$ cat config.mk
export PLATFORM = sky130hd
export DESIGN_NAME = tcf_control
export DESIGN_NICKNAME = d
export VERILOG_FILES = /design/src/rtl/tcf_pkg.sv /design/src/rtl/tcf_control.sv
export VERILOG_INCLUDE_DIRS = /design/src /design/src/rtl
export SDC_FILE = /design/constraint.sdc
export NUM_CORES = 1
export LEC_CHECK = 0
export BUFFER_PORTS_ARGS = -buffer_cell sky130_fd_sc_hd__clkbuf_2
export CORE_AREA = 2 2 39 41
export DETAILED_ROUTE_END_ITERATION = 10
export DIE_AREA = 0 0 41 43
export GPL_TIMING_DRIVEN = 0
export PLACE_DENSITY = 0.45
export SYNTH_ARGS = -nofsm -noshare
export SYNTH_HDL_FRONTEND = slang
export SYNTH_SLANG_ARGS = --single-unit
export TNS_END_PERCENT = 100
$ cat constraint.sdc
create_clock -name clock -period 1.75 [get_ports clock]
set_input_delay 0.35 -clock clock [delete_from_list [all_inputs] [get_ports clock]]
set_output_delay 0.35 -clock clock [all_outputs]
set_load 0.05 [all_outputs]
$ cat src/rtl/tilt_complementary_filter_core_assert.svh
// assertion macros for the tilt filter
`ifndef TILT_COMPLEMENTARY_FILTER_CORE_ASSERT_SVH
`define TILT_COMPLEMENTARY_FILTER_CORE_ASSERT_SVH
`define TCF_ASSERT_IMPL(label, clk, rst, prop) \
   label: assert property (@(posedge clk) disable iff (rst) prop) else $error("label failed");
`define TCF_ASSERT_NEXT(label, clk, rst, cond, nxt) \
   label: assert property (@(posedge clk) disable iff (rst) (cond) |=> (nxt)) else $error("label failed");
`endif

$ cat src/rtl/tcf_pkg.sv
// shared types and constants of the tilt filter
package tcf_pkg;
   localparam int TableLen = 24;
   localparam logic signed [31:0] PiQ16 = 32'sd205887;
   localparam logic signed [31:0] TwoPiQ16 = 32'sd411775;
   localparam logic signed [34:0] HalfPiQ29 = 35'sd843314857;
   localparam logic [26:0] RecipK1000 = 27'd68719477;
   localparam logic [1:0] CSR_BLEND = 2'd0;
   localparam logic [1:0] CSR_OFFSET = 2'd1;
   localparam logic [1:0] CSR_GX_DRIFT = 2'd2;
   localparam logic [1:0] CSR_GY_DRIFT = 2'd3;

   typedef struct packed {
      logic signed [15:0] accel_y;
      logic signed [15:0] accel_z;
      logic signed [31:0] gyro_x_rate;
      logic signed [31:0] gyro_y_rate;
      logic [31:0] timestamp_ms;
      logic clear_angle;
   } req_type;

   typedef struct packed {
      logic signed [31:0] balance_angle;
      logic signed [31:0] balance_rate;
      logic signed [31:0] rotation_rate;
      logic [31:0] elapsed_ms;
   } rsp_type;

   typedef enum logic [2:0] {
      OP_LOAD, OP_CORDIC, OP_UNWRAP, OP_GMUL, OP_GDIV, OP_PRED, OP_BMUL, OP_BFIN
   } op_type;

   typedef struct packed {
      logic go;
      op_type op;
   } cmd_type;

   typedef struct packed {
      logic cordic_done;
      logic div_done;
   } sts_type;

   function automatic logic signed [34:0] atan_q29(input logic [4:0] i);
      case (i)
         5'd0: atan_q29 = 35'sd421657428;
         5'd1: atan_q29 = 35'sd248918915;
         5'd2: atan_q29 = 35'sd131521918;
         5'd3: atan_q29 = 35'sd66762579;
         5'd4: atan_q29 = 35'sd33510843;
         5'd5: atan_q29 = 35'sd16771758;
         5'd6: atan_q29 = 35'sd8387925;
         5'd7: atan_q29 = 35'sd4194219;
         5'd8: atan_q29 = 35'sd2097141;
         5'd9: atan_q29 = 35'sd1048575;
         5'd10: atan_q29 = 35'sd524288;
         5'd11: atan_q29 = 35'sd262144;
         5'd12: atan_q29 = 35'sd131072;
         5'd13: atan_q29 = 35'sd65536;
         5'd14: atan_q29 = 35'sd32768;
         5'd15: atan_q29 = 35'sd16384;
         5'd16: atan_q29 = 35'sd8192;
         5'd17: atan_q29 = 35'sd4096;
         5'd18: atan_q29 = 35'sd2048;
         5'd19: atan_q29 = 35'sd1024;
         5'd20: atan_q29 = 35'sd512;
         5'd21: atan_q29 = 35'sd256;
         5'd22: atan_q29 = 35'sd128;
         5'd23: atan_q29 = 35'sd64;
         default: atan_q29 = '0;
      endcase
   endfunction

   function automatic logic signed [63:0] sat32(input logic signed [63:0] v);
      if (v > 64'sd2147483647) sat32 = 64'sd2147483647;
      else if (v < -64'sd2147483648) sat32 = -64'sd2147483648;
      else sat32 = v;
   endfunction
endpackage

$ cat src/rtl/tcf_control.sv
// sequencer for one transaction
`include "tilt_complementary_filter_core_assert.svh"
module tcf_control (
   input logic clock,
   input logic reset,
   input logic req_valid,
   output logic req_ready,
   output logic rsp_valid,
   input logic rsp_ready,
   output tcf_pkg::cmd_type cmd,
   input tcf_pkg::sts_type sts
);
   typedef enum logic [3:0] {
      S_IDLE, S_CORDIC, S_UNWRAP, S_GMUL, S_GDIV, S_PRED, S_BMUL, S_BFIN, S_OUT
   } state_type;
   state_type state_ff;
   logic rsp_valid_ff;

   always_ff @(posedge clock) begin
      if (reset) begin
         state_ff <= S_IDLE;
         rsp_valid_ff <= 1'b0;
      end else begin
         unique case (state_ff)
            S_IDLE: if (req_valid) state_ff <= S_CORDIC;
            S_CORDIC: if (sts.cordic_done) state_ff <= S_UNWRAP;
            S_UNWRAP: state_ff <= S_GMUL;
            S_GMUL: state_ff <= S_GDIV;
            S_GDIV: if (sts.div_done) state_ff <= S_PRED;
            S_PRED: state_ff <= S_BMUL;
            S_BMUL: state_ff <= S_BFIN;
            S_BFIN: if (!rsp_valid_ff || rsp_ready) begin
               state_ff <= S_IDLE;
               rsp_valid_ff <= 1'b1;
            end
            default: state_ff <= S_IDLE;
         endcase
         if (rsp_valid_ff && rsp_ready && !(state_ff == S_BFIN)) rsp_valid_ff <= 1'b0;
      end
   end

   always_comb begin
      req_ready = (state_ff == S_IDLE);
      rsp_valid = rsp_valid_ff;
      cmd.go = 1'b0;
      cmd.op = tcf_pkg::OP_LOAD;
      unique case (state_ff)
         S_IDLE: begin cmd.go = req_valid; cmd.op = tcf_pkg::OP_LOAD; end
         S_CORDIC: begin cmd.go = 1'b1; cmd.op = tcf_pkg::OP_CORDIC; end
         S_UNWRAP: begin cmd.go = 1'b1; cmd.op = tcf_pkg::OP_UNWRAP; end
         S_GMUL: begin cmd.go = 1'b1; cmd.op = tcf_pkg::OP_GMUL; end
         S_GDIV: begin cmd.go = 1'b1; cmd.op = tcf_pkg::OP_GDIV; end
         S_PRED: begin cmd.go = 1'b1; cmd.op = tcf_pkg::OP_PRED; end
         S_BMUL: begin cmd.go = 1'b1; cmd.op = tcf_pkg::OP_BMUL; end
         S_BFIN: begin cmd.go = !rsp_valid_ff || rsp_ready; cmd.op = tcf_pkg::OP_BFIN; end
         default: ;
      endcase
   end

   `TCF_ASSERT_IMPL(a_busy_no_accept, clock, reset, (state_ff != S_IDLE) |-> !req_ready)
   `TCF_ASSERT_NEXT(a_fin_valid, clock, reset, state_ff == S_BFIN && cmd.go, rsp_valid)
   `TCF_ASSERT_NEXT(a_accept_starts, clock, reset, req_valid && req_ready, state_ff == S_CORDIC)
endmodule

-- After elaboration in Yosys (flattened, before gate mapping)
Cells that the tools add are included.
W data, S select, Z words.
- reductions and logical operators: 9
- mux-type cells: 6
- equal/unequal tests: 11
- operators by type and width (cell ; count):
    $pmux W4 S8 ; 2
    $eq A4 B3 Y1 const B ; 4
    $mux W4 ; 4
    $eq A4 B2 Y1 const B ; 2
    $ne A2 B2 Y1 const B ; 3
    $eq A4 B1 Y1 const B ; 1
    $logic_not A4 Y1 ; 1
    $reduce_and A4 Y1 ; 1
    $logic_and A1 B1 Y1 ; 2
    $logic_not A1 Y1 ; 2
    $ne A2 B1 Y1 const B ; 1
    $reduce_and A2 Y1 ; 1
    $reduce_or A2 Y1 ; 1
    $logic_or A1 B1 Y1 ; 1
- flip-flop bits (word level): 5
- output and inout bits: 6
- input port bits: 6
- word-level logic and storage cells: 28

-- Depth between registers and ports, before layout
Gate-level depths: netlist (run 1).
- depth after elaboration: 4
- mapped depth: 3
- depth with buffers taken out: 3

-- Worst setup path after synthesis (run 1)
No wires, ideal clock.
- path kind: register to output
- start point: register rsp_valid_ff (netlist: rsp_valid)
- end point: output cmd[3] (netlist name)
- path buffers: 0
- cell stages (with the launch flop): 3
- required time: 1400 ps
- setup slack: -233 ps
- arrival: 1633 ps
- cells stage by stage: dfxtp_1 -> and2b_2 -> a41oi_1
- RTL lines (element ; line ; source):
    start: declaration ; tcf_control.sv:17 ; logic rsp_valid_ff;
    start signal: assignment ; tcf_control.sv:22 ; rsp_valid_ff <= 1'b0;
    start signal: assignment ; tcf_control.sv:34 ; rsp_valid_ff <= 1'b1;
    start signal: assignment ; tcf_control.sv:38 ; if (rsp_valid_ff && rsp_ready && !(state_ff == S_BFIN)) rsp_valid_ff <= 1'b0;
    end: declaration ; tcf_control.sv:10 ; output tcf_pkg::cmd_type cmd,

==> results.ini, run 1 <==
[clocking]
ctsResizeCount = 0
worstSkewPairLatency_ns = 0.23
cts_tree = done
ctsHoldBuffers = 0
cts-root-buf = clkbuf_4
cts_buffer_depth = 2
cts-buffers-inserted = 3
post_cts_buffers = 0
cts_max_level = 1
cts.sinks = 4
clk_pin_slew_ns = 0.04

[sta]
fin_ws_ns = 0.0749
hold_violations = 0
timing.fmax_mhz = 597
timing.hold.ws_ns = 0.347
maxSlewHeadroom = 0.816
finClkSkew_ns = 0.00138
period_needed_ns = 1.68
tightest_slew_ns = 0.277
finalSetupTns_ns = 0
setup_viol = 0
rsz0062_at_grt = false
finalMaxSlewViolations = 0
fin_crit_sh = 0.957

[min_path]
hold_start = reset
hold_end = state_ff[0]
hold_depth = 2
hold_path.class = in -> reg

[synthesis]
synth-simple-area-share = 0.230
ys_warn_count = 0
synth-edff-count = 0
synth.top_cell.area_share = 0.314
yosys.area.top_type = dfxtp_1
syn-mean-instance-area_um2 = 9.12
synth_nets = 34
synthDistinctLibCells = 20
synthArstFlopShare = 0
synthMuxAreaShare = 0.0392
synth_compound_area_frac = 0.230
synthCells = 28
synth_xor_area_frac = 0
netlist_area_um2 = 255
synth_top_family_by_area = compound AO/OA/AOI/OAI gates
ys.flop_type = dfxtp_1
yosys_register_bits = 4
synth-adder-area-share = 0
seq_area_frac_synth = 0.314
synth_area_leaders = dfxtp_1 (31%), buf_6 (8.8%), a221oi_2 (5.9%)

[route]
firstDrtPassIters = 2
post-route-drc-count = 0
routed_wl_um = 568
vias = 256
viasPerCell = 4.41
wire_per_inst_um = 9.79
ant_nets = 0
drtIter0Drc = 1

[setup_path]
cp_cell_sequence = dlygate4sd3_1 -> clkbuf_4
cp_slowest_stage_delay_ns = 0.54
cp_max_fo = 2
critPathCaptureType = output pin
path_buf_inv = 2
reg2reg_depth = 3
crit_family = buffers and inverters
crit_path_top_delay_cell = dlygate4sd3_1
critPathRequiredTime_ns = 1.40
critPathLaunchType = flip-flop
r2r-start = state_ff[1]
r2r_setup_slack_ns = 0.72
worstSetupPathType = reg -> out
arrival_ns = 1.33
worstReg2RegEnd = state_ff[0]

[place]
port_buffers = 11
pre_cts_slack_ns = 0.254
globalplace.congestion = 0.702

[power]
power.density_nw_per_um2 = 981
p_leak_nw = 0.152
fin_total_pwr_mw = 0.367
ir_worst_vdd_v = 0.000448

[job]
max-cap-violations = 0

[global_routing]
grt_use_met2 = 0.103
grt_overflow_total = 0
top_usage_layer = met1
grt_max_degree = 11
grtUsageMet1 = 0.116
antenna_found_initial = 0
grtUsageMet3 = 0.0785
grt_pass1_vias = 241
grt_usage = 0.0905
grt_pass1_wl_um = 1010

[floorplan]
initial_core_util = 0.184
rows = 14
dieArea_um2 = 1760
die_h_um = 43
chipWidth_um = 41
coreArea_um2 = 1380
ios = 12

[cells_and_area]
final_common_cell = clkbuf_2
ff_latch_area_um2 = 80.1
final_layout_size_suffix_gt1_frac = 0.548
final_cell_mix = clkbuf_2 (10), clkbuf_4 (4), dfxtp_1 (4)
area_delta_synth_final_pct = 46.6
layout.nets = 50
diodes = 0
fillers = 161
multiInputGateArea_um2 = 146

[status]
status = finished, final reports clean

==> layer usage <==
layer | vias to the layer above | share of wire | wire length, µm
met5 | - | 0 | 0
met4 | 0 | 0 | 0
met3 | 0 | 0.099 | 56
met2 | 10 | 0.44 | 250
met1 | 116 | 0.46 | 260
li1 | 130 | - | -
==> stage by stage <==
| stage | area, µm² | std cells | utilization |
|---|---|---|---|
| after floorplan | 268 | 28 | - |
| after global placement | 343 | 55 | 0.248 |
| after detailed placement | 343 | 55 | 0.248 |
| after CTS | 365 | 58 | 0.264 |
| after global routing | 374 | 58 | 0.270 |
| final | 374 | 58 | 0.270 |
==> power breakdown <==
group | switching, mW | leakage, nW | internal [mW]
Clock | 0.0370 | 0.0138 | 0.0767
Combinational | 0.0978 | 0.106 | 0.0524
Sequential | 0.00395 | 0.0328 | 0.0992
==> worst max path at each step <==
stage / startpoint / cells after the start / slack (ns) / end
after floorplan: rsp_valid / 2 / 0.08 / cmd[3]
after global placement: rsp_ready / 4 / 0.26 / cmd[3]
after detailed placement: rsp_ready / 4 / 0.25 / cmd[3]
after CTS: state_ff[1] / 2 / 0.01 / cmd[1]
after global routing: state_ff[1] / 2 / 0.01 / cmd[1]
final: state_ff[1] / 2 / 0.07 / cmd[1]
==> synth_stat cells, types with 2 or more instances <==
master,n
nor3_1,2
clkbuf_1,2
a21oi_1,2
nand3_1,2
buf_6,2
dfxtp_1,4
==> logic make-up after synthesis <==
family                 after synthesis
and+or+nand+nor                     10
buffers and inverters                6
DFF                                  4
muxes                                1
AOI/OAI and AO/OA                    7
==> registers in the layout (all words and copies together), names as in the netlist <==
| name | flops |
|---|---|
| state_ff | 3 |
| rsp_valid | 1 |
==> area by class of cell <==
| cell class | instances | share of cell area |
|---|---|---|
| Buffer | 6 | 0.127 |
| Sequential cell | 4 | 0.214 |
| Tap cell | 16 | 0.0535 |
| Clock buffer | 3 | 0.0602 |
| Timing Repair Buffer | 11 | 0.154 |
| Multi-Input combinational cell | 18 | 0.391 |
==> worst register-to-register path, delay by kind of cell (launching register included) <==
family | cells | cell delay, ns
compound gates | 2 | 0.50
buf+inv | 1 | 0.14
flops | 1 | 0.31
No activity file was read; power rests on OpenSTA's default activity.
==> run 2: changes to the inputs <==
==> constraint.sdc (replaced) <==
create_clock -name clock -period 1.75 [get_ports clock]
set_input_delay 0.0875 -clock clock [delete_from_list [all_inputs] [get_ports clock]]
set_output_delay 0.0875 -clock clock [all_outputs]
set_load 0.05 [all_outputs]
==> run 2 against run 1 <==
Cell area shrank 5.7%. Global-route usage fell by 0.40 points. Largest cell class unchanged. Worst setup slack better by 0.21 ns. Core utilization is 1.5 points lower. Fmax grew 15%. Routed wire length decreased by 3.0%. Power shrank 2.0%. Non-clock buffer count unchanged. Register-to-register slack barely moved.
==> results.ini, run 2 (synthesis results as in run 1) <==
[global_routing]
grt_pass1_wl_um = 1010  ; -0.69%
antenna_found_initial = 0  ; unchanged
grt_overflow_total = 0  ; unchanged
grt_usage = 0.0864  ; -0.00402
grt_pass1_vias = 237  ; -1.7%
grt_max_degree = 11  ; unchanged

[power]
internal-power_mw = 0.223  ; -2.2%
p_leak_nw = 0.150  ; -1.7%
power.switching_mw = 0.137  ; -1.6%
fin_total_pwr_mw = 0.360  ; -2.0%
ir_worst_vdd_v = 0.000298  ; -33%
clockPowerShare = 0.323  ; +0.013
combPwrFrac = 0.391  ; -0.018
power.density_nw_per_um2 = 1020  ; +3.9%
swShare = 0.380  ; +0.00159
seqPwrFrac = 0.286  ; +0.005

[min_path]
hold_path.class = in -> reg
hold_end = state_ff[0]
hold_depth = 2  ; unchanged
hold_start = reset

[sta]
finalSetupTns_ns = 0  ; unchanged
timing.hold.ws_ns = 0.0756  ; -0.272 ns
rsz0062_at_grt = false
finClkSkew_ns = 0.000128  ; -0.00125 ns
hold_violations = 0  ; unchanged
setup_viol = 0  ; unchanged
tightest_slew_ns = 0.277  ; +0.000288 ns
fin_ws_ns = 0.288  ; +0.213 ns
finalMaxSlewViolations = 0  ; unchanged
maxSlewHeadroom = 0.816  ; about the same
fin_crit_sh = 0.836  ; -0.122
period_needed_ns = 1.46  ; -0.213 ns
timing.fmax_mhz = 684  ; +15%

[setup_path]
critPathLaunchType = flip-flop
cp_slowest_stage_delay_ns = 0.54  ; about the same
cp_max_fo = 2  ; unchanged
worstReg2RegEnd = state_ff[0]
arrival_ns = 1.37  ; +0.04 ns
worstSetupPathType = reg -> out
reg2reg_depth = 3  ; unchanged
r2r-start = state_ff[1]
path_buf_inv = 2  ; unchanged
crit_family = buffers and inverters
cp_cell_sequence = dlygate4sd3_1 -> clkbuf_2
critPathCaptureType = output pin
critPathRequiredTime_ns = 1.66  ; +0.26 ns
crit_path_top_delay_cell = dlygate4sd3_1
r2r_setup_slack_ns = 0.73  ; about the same

[job]
max-cap-violations = 0  ; unchanged

[clocking]
clk_pin_slew_ns = 0.04  ; about the same
ctsHoldBuffers = 0  ; unchanged
cts-root-buf = clkbuf_4
worstSkewPairLatency_ns = 0.24  ; about the same
cts_tree = done
ctsResizeCount = 0  ; unchanged
cts_buffer_depth = 2  ; unchanged
cts-buffers-inserted = 3  ; unchanged
cts.sinks = 4  ; unchanged
cts_max_level = 1  ; unchanged
post_cts_buffers = 0  ; unchanged

[cells_and_area]
multiInputGateArea_um2 = 128  ; -13%
area_delta_synth_final_pct = 38.2
fillers = 161  ; unchanged
regMostFlops = state_ff
final_common_cell = clkbuf_2
stdcell_area_um2 = 353  ; -5.7%
final_core_util = 0.255  ; -0.0154
final_cell_mix = clkbuf_2 (11), dfxtp_1 (4), clkbuf_4 (3)
layout.nets = 50  ; unchanged
instances_no_fill = 58  ; unchanged
final_layout_size_suffix_gt1_frac = 0.476  ; -0.0714
diodes = 0  ; unchanged
largest_register_ffs = 3  ; unchanged
ff_latch_area_um2 = 80.1  ; unchanged

[floorplan]
dieArea_um2 = 1760  ; unchanged
initial_core_util = 0.184  ; unchanged
die_h_um = 43  ; unchanged
ios = 12  ; unchanged
chipWidth_um = 41  ; unchanged
rows = 14  ; unchanged
coreArea_um2 = 1380  ; unchanged

[place]
dpl_cell_area_um2 = 330  ; -3.6%
dp.cells = 55  ; unchanged
globalplace.congestion = 0.689  ; -1.8%
pre_cts_slack_ns = 0.529  ; +0.275 ns
port_buffers = 11  ; unchanged

[route]
viasPerCell = 4.36  ; -1.2%
firstDrtPassIters = 4  ; +2
vias = 253  ; -1.2%
drtIter0Drc = 4  ; +3
routed_wl_um = 551  ; -3.0%
ant_nets = 0  ; unchanged
wire_per_inst_um = 9.50  ; -3.0%
post-route-drc-count = 0  ; unchanged

[status]
status = finished, final reports clean

## run 2: how the worst max path moves through the flow
stage | start | endpoint | cells after the start
floorplan | rsp_valid | cmd[3] | 2
global placement | state_ff[1] | cmd[1] | 2
detailed placement | state_ff[1] | cmd[1] | 2
CTS | state_ff[1] | cmd[1] | 2
global route | state_ff[1] | cmd[1] | 2
finish | state_ff[1] | cmd[1] | 2
## run 2: final cells by class
cell class                 instances  area share
clock buffer                       3      0.0638
tap                               16      0.0567
buffer                             6       0.135
sequential                         4       0.227
multi-input combinational         18       0.362
timing repair buffer              11       0.156
## run 2: power by group through the flow
stage          sequential, mW  combinational (mW)  clock [mW]
2_1_floorplan           0.104               0.112           0
3_5_place_dp            0.104               0.141           0
4_1_cts                 0.103               0.142       0.124
6_report                0.103               0.141       0.116
3_3_place_gp            0.104               0.142           0
5_1_grt                 0.104               0.154       0.130
## run 2: metal layers
layer / vias to the layer above / routed length (µm) / GRT usage / part of all wire
li1: 135 / - / - / -
met3: 0 / 78 / 0.0681 / 0.14
met4: 0 / 0 / 0.0400 / 0
met2: 12 / 218 / 0.100 / 0.40
met5: - / 0 / 0 / 0
met1: 106 / 254 / 0.113 / 0.46
==> run 3: changes to the inputs <==
--- a/config.mk
+++ b/config.mk
@@ -6,12 +6,13 @@
 export SDC_FILE = /design/constraint.sdc
 export NUM_CORES = 1
 export LEC_CHECK = 0
+export ABC_AREA = 1
 export BUFFER_PORTS_ARGS = -buffer_cell sky130_fd_sc_hd__clkbuf_2
 export CORE_AREA = 2 2 39 41
 export DETAILED_ROUTE_END_ITERATION = 10
 export DIE_AREA = 0 0 41 43
 export GPL_TIMING_DRIVEN = 0
-export PLACE_DENSITY = 0.45
+export PLACE_DENSITY = 0.48
 export SYNTH_ARGS = -nofsm -noshare
 export SYNTH_HDL_FRONTEND = slang
 export SYNTH_SLANG_ARGS = --single-unit
==> constraint.sdc (replaced) <==
create_clock -name clock -period 1.34 [get_ports clock]
set_input_delay 0.067 -clock clock [delete_from_list [all_inputs] [get_ports clock]]
set_output_delay 0.067 -clock clock [all_outputs]
set_load 0.05 [all_outputs]
==> run 3 against run 2 <==
Synthesized area is 7.8% higher. Core utilization grew 2.4 points. Synthesized cell count up 46%. Clock power rose by 32%. Final cell count rose by 22%. Power grew to 2.6 times the previous value. Combinational power grew to 4.0 times the previous value. Cell area is 9.2% higher. Die area is the same. Critical path type unchanged. Critical endpoint is now cmd[3]. Largest cell class unchanged.
==> results.ini, run 3 <==
[route]
drtIter0Drc = 3  ; -1
vias = 274  ; +8.3%
post-route-drc-count = 0  ; unchanged
viasPerCell = 3.86  ; -12%
wire_per_inst_um = 7.76  ; -18%
routed_wl_um = 551  ; unchanged
firstDrtPassIters = 4  ; unchanged
ant_nets = 0  ; unchanged

[clocking]
cts_max_level = 1  ; unchanged
cts-root-buf = clkbuf_4
ctsHoldBuffers = 0  ; unchanged
cts_buffer_depth = 2  ; unchanged
worstSkewPairLatency_ns = 0.24  ; about the same
cts-buffers-inserted = 3  ; unchanged
clk_pin_slew_ns = 0.04  ; about the same
cts.sinks = 4  ; unchanged
post_cts_buffers = 0  ; unchanged
cts_tree = done

[sta]
maxSlewHeadroom = 0.816  ; about the same
finalMaxSlewViolations = 0  ; unchanged
finClkSkew_ns = 0.00113  ; +0.00100 ns
setup_viol = 0  ; unchanged
timing.fmax_mhz = 797
rsz0062_at_grt = false
fin_crit_sh = 0.937
tightest_slew_ns = 0.278  ; +0.000831 ns
hold_violations = 0  ; unchanged
period_needed_ns = 1.25
finalSetupTns_ns = 0  ; unchanged

[synthesis]
synth_common_cells = nand2_1 (8), dfxtp_1 (4), inv_2 (4)
yosys_register_bits = 4  ; unchanged
synth_nets = 47  ; +38%
synthCells = 41  ; +46%
yosysMostFrequentCell = nand2_1
synthArstFlopShare = 0  ; unchanged
synth-edff-count = 0  ; unchanged
ys.flop_type = dfxtp_1
synthDistinctLibCells = 16  ; -20%
syn-mean-instance-area_um2 = 6.71  ; -26%
ys_warn_count = 0  ; unchanged
netlist_area_um2 = 275  ; +7.8%
seq_area_frac_synth = 0.291  ; -0.0228
yosys.area.top_type = dfxtp_1
synth_area_leaders = dfxtp_1 (29%), nand2_1 (11%), nor2_4 (8.2%)
synth.top_cell.area_share = 0.291  ; -0.0228

[cells_and_area]
instances_no_fill = 71  ; +22%
largest_register_ffs = 3  ; unchanged
regMostFlops = state_ff
final_layout_size_suffix_gt1_frac = 0.564  ; +0.0874
final_common_cell = clkbuf_2
diodes = 0  ; unchanged
layout.nets = 63  ; +26%
final_cell_mix = clkbuf_2 (9), nand2_1 (8), inv_2 (4), clkbuf_4 (4), dfxtp_2 (4)
final_core_util = 0.278  ; +0.0235
area_delta_synth_final_pct = 40.0

[setup_path]
critPathCaptureType = output pin
crit_path_top_delay_cell = dfxtp_2
cp_cell_sequence = nand2_2 -> nor2_4 -> nand2_2 -> nand2_2 -> inv_2 -> clkbuf_4
path_common_cell = nand2_2
cp_slowest_stage_delay_ns = 0.38  ; -0.16 ns
crit_family = flip-flops
cp_max_fo = 5  ; +3
arrival_ns = 1.19  ; -0.18 ns
cp.depth = 6  ; +4
path_buf_inv = 2  ; unchanged
worstSetupPathType = reg -> out
critPathRequiredTime_ns = 1.27  ; -0.39 ns
reg2reg_depth = 7  ; +4
critPathLaunchType = flip-flop

[floorplan]
die_h_um = 43  ; unchanged
initial_core_util = 0.199  ; +0.0145
ios = 12  ; unchanged
chipWidth_um = 41  ; unchanged
coreArea_um2 = 1380  ; unchanged
dieArea_um2 = 1760  ; unchanged
rows = 14  ; unchanged

[global_routing]
antenna_found_initial = 0  ; unchanged
grt_pass1_vias = 212  ; -11%
grt_overflow_total = 0  ; unchanged
grt_max_degree = 6  ; -5
grt_pass1_wl_um = 786  ; -22%
grt_usage = 0.0734  ; -0.0130

[status]
status = finished, final reports clean

[place]
dp.cells = 68  ; +24%
port_buffers = 11  ; unchanged
globalplace.congestion = 0.716  ; +3.9%
dp_hpwl_um = 441

[job]
max-cap-violations = 0  ; unchanged

[min_path]
hold_depth = 4  ; +2
hold_path.class = in -> reg

[power]
p_leak_nw = 0.191  ; +27%
power.density_nw_per_um2 = 2400  ; +140%
ir_worst_vdd_v = 0.000682  ; +130%

==> run 3: kinds of logic (layout without fill, tap and decap cells) <==
| group | count (synthesis) | count (layout) | synth area share |
|---|---|---|---|
| buf+inv | 11 | 25 | 0.150 |
| compound gates | 4 | 4 | 0.0909 |
| flops | 4 | 4 | 0.291 |
| simple gates | 22 | 22 | 0.468 |
==> run 3: per-layer routing <==
metal | wire length (µm) | GRT usage | vias up
li1 | - | - | 151
met1 | 281 | 0.0841 | 115
met2 | 230 | 0.0813 | 8
met5 | 0 | 0 | -
met4 | 0 | 0.100 | 0
met3 | 38 | 0.0314 | 0
==> run 3: what timing repair did <==
| action | CTS | global route |
|---|---|---|
| endpoints found under the setup margin | 1 | 2 |
| pin swaps | 0 | 0 |
| resized for setup | 1 | 5 |
==> run 3: through the flow <==
stage               hold slack (ns)  total power [mW]  setup WS, ns  area [µm²]
floorplan                     0.219             0.645        0.0547         277
CTS                          0.0853             0.917        0.0210         377
global route                 0.0829             0.990        0.0126         385
finish                       0.0858             0.926        0.0850         385
detailed placement            0.333             0.750         0.259         352
global placement              0.337             0.749         0.255         352
==> run 3: power by group <==
| group | internal [mW] | switching [mW] | leakage, nW |
|---|---|---|---|
| clock network | 0.100 | 0.0528 | 0.0138 |
| logic | 0.157 | 0.400 | 0.143 |
| registers | 0.161 | 0.0549 | 0.0343 |
| total | 0.418 | 0.508 | 0.191 |
==> run 3: worst paths after layout <==
kind	startpoint	to	slack (ns)
hold / removal	reset	state_ff[1]	0.09
setup reg to reg	state_ff[1]	state_ff[1]	0.32
setup / recovery	state_ff[1]	cmd[3]	0.09
hold reg to reg	state_ff[1]	state_ff[1]	0.54
==> run 3: tightest hold or removal path, cell delays in order <==
cell and delay [ns]:
clkbuf_2 0.08, inv_2 0.04, nand2_1 0.06, nor2_1 0.03
==> run 3: layout make-up <==
cell class              instances  area (µm²)
flip-flops and latches          4        85.1
plain buffers                   3        11.3
multi-input cells              26         159
repair buffers                 11        57.6
fillers                       162         998
clock buffers                   3        22.5
well taps                      16        20.0
inverters                       8        30.0
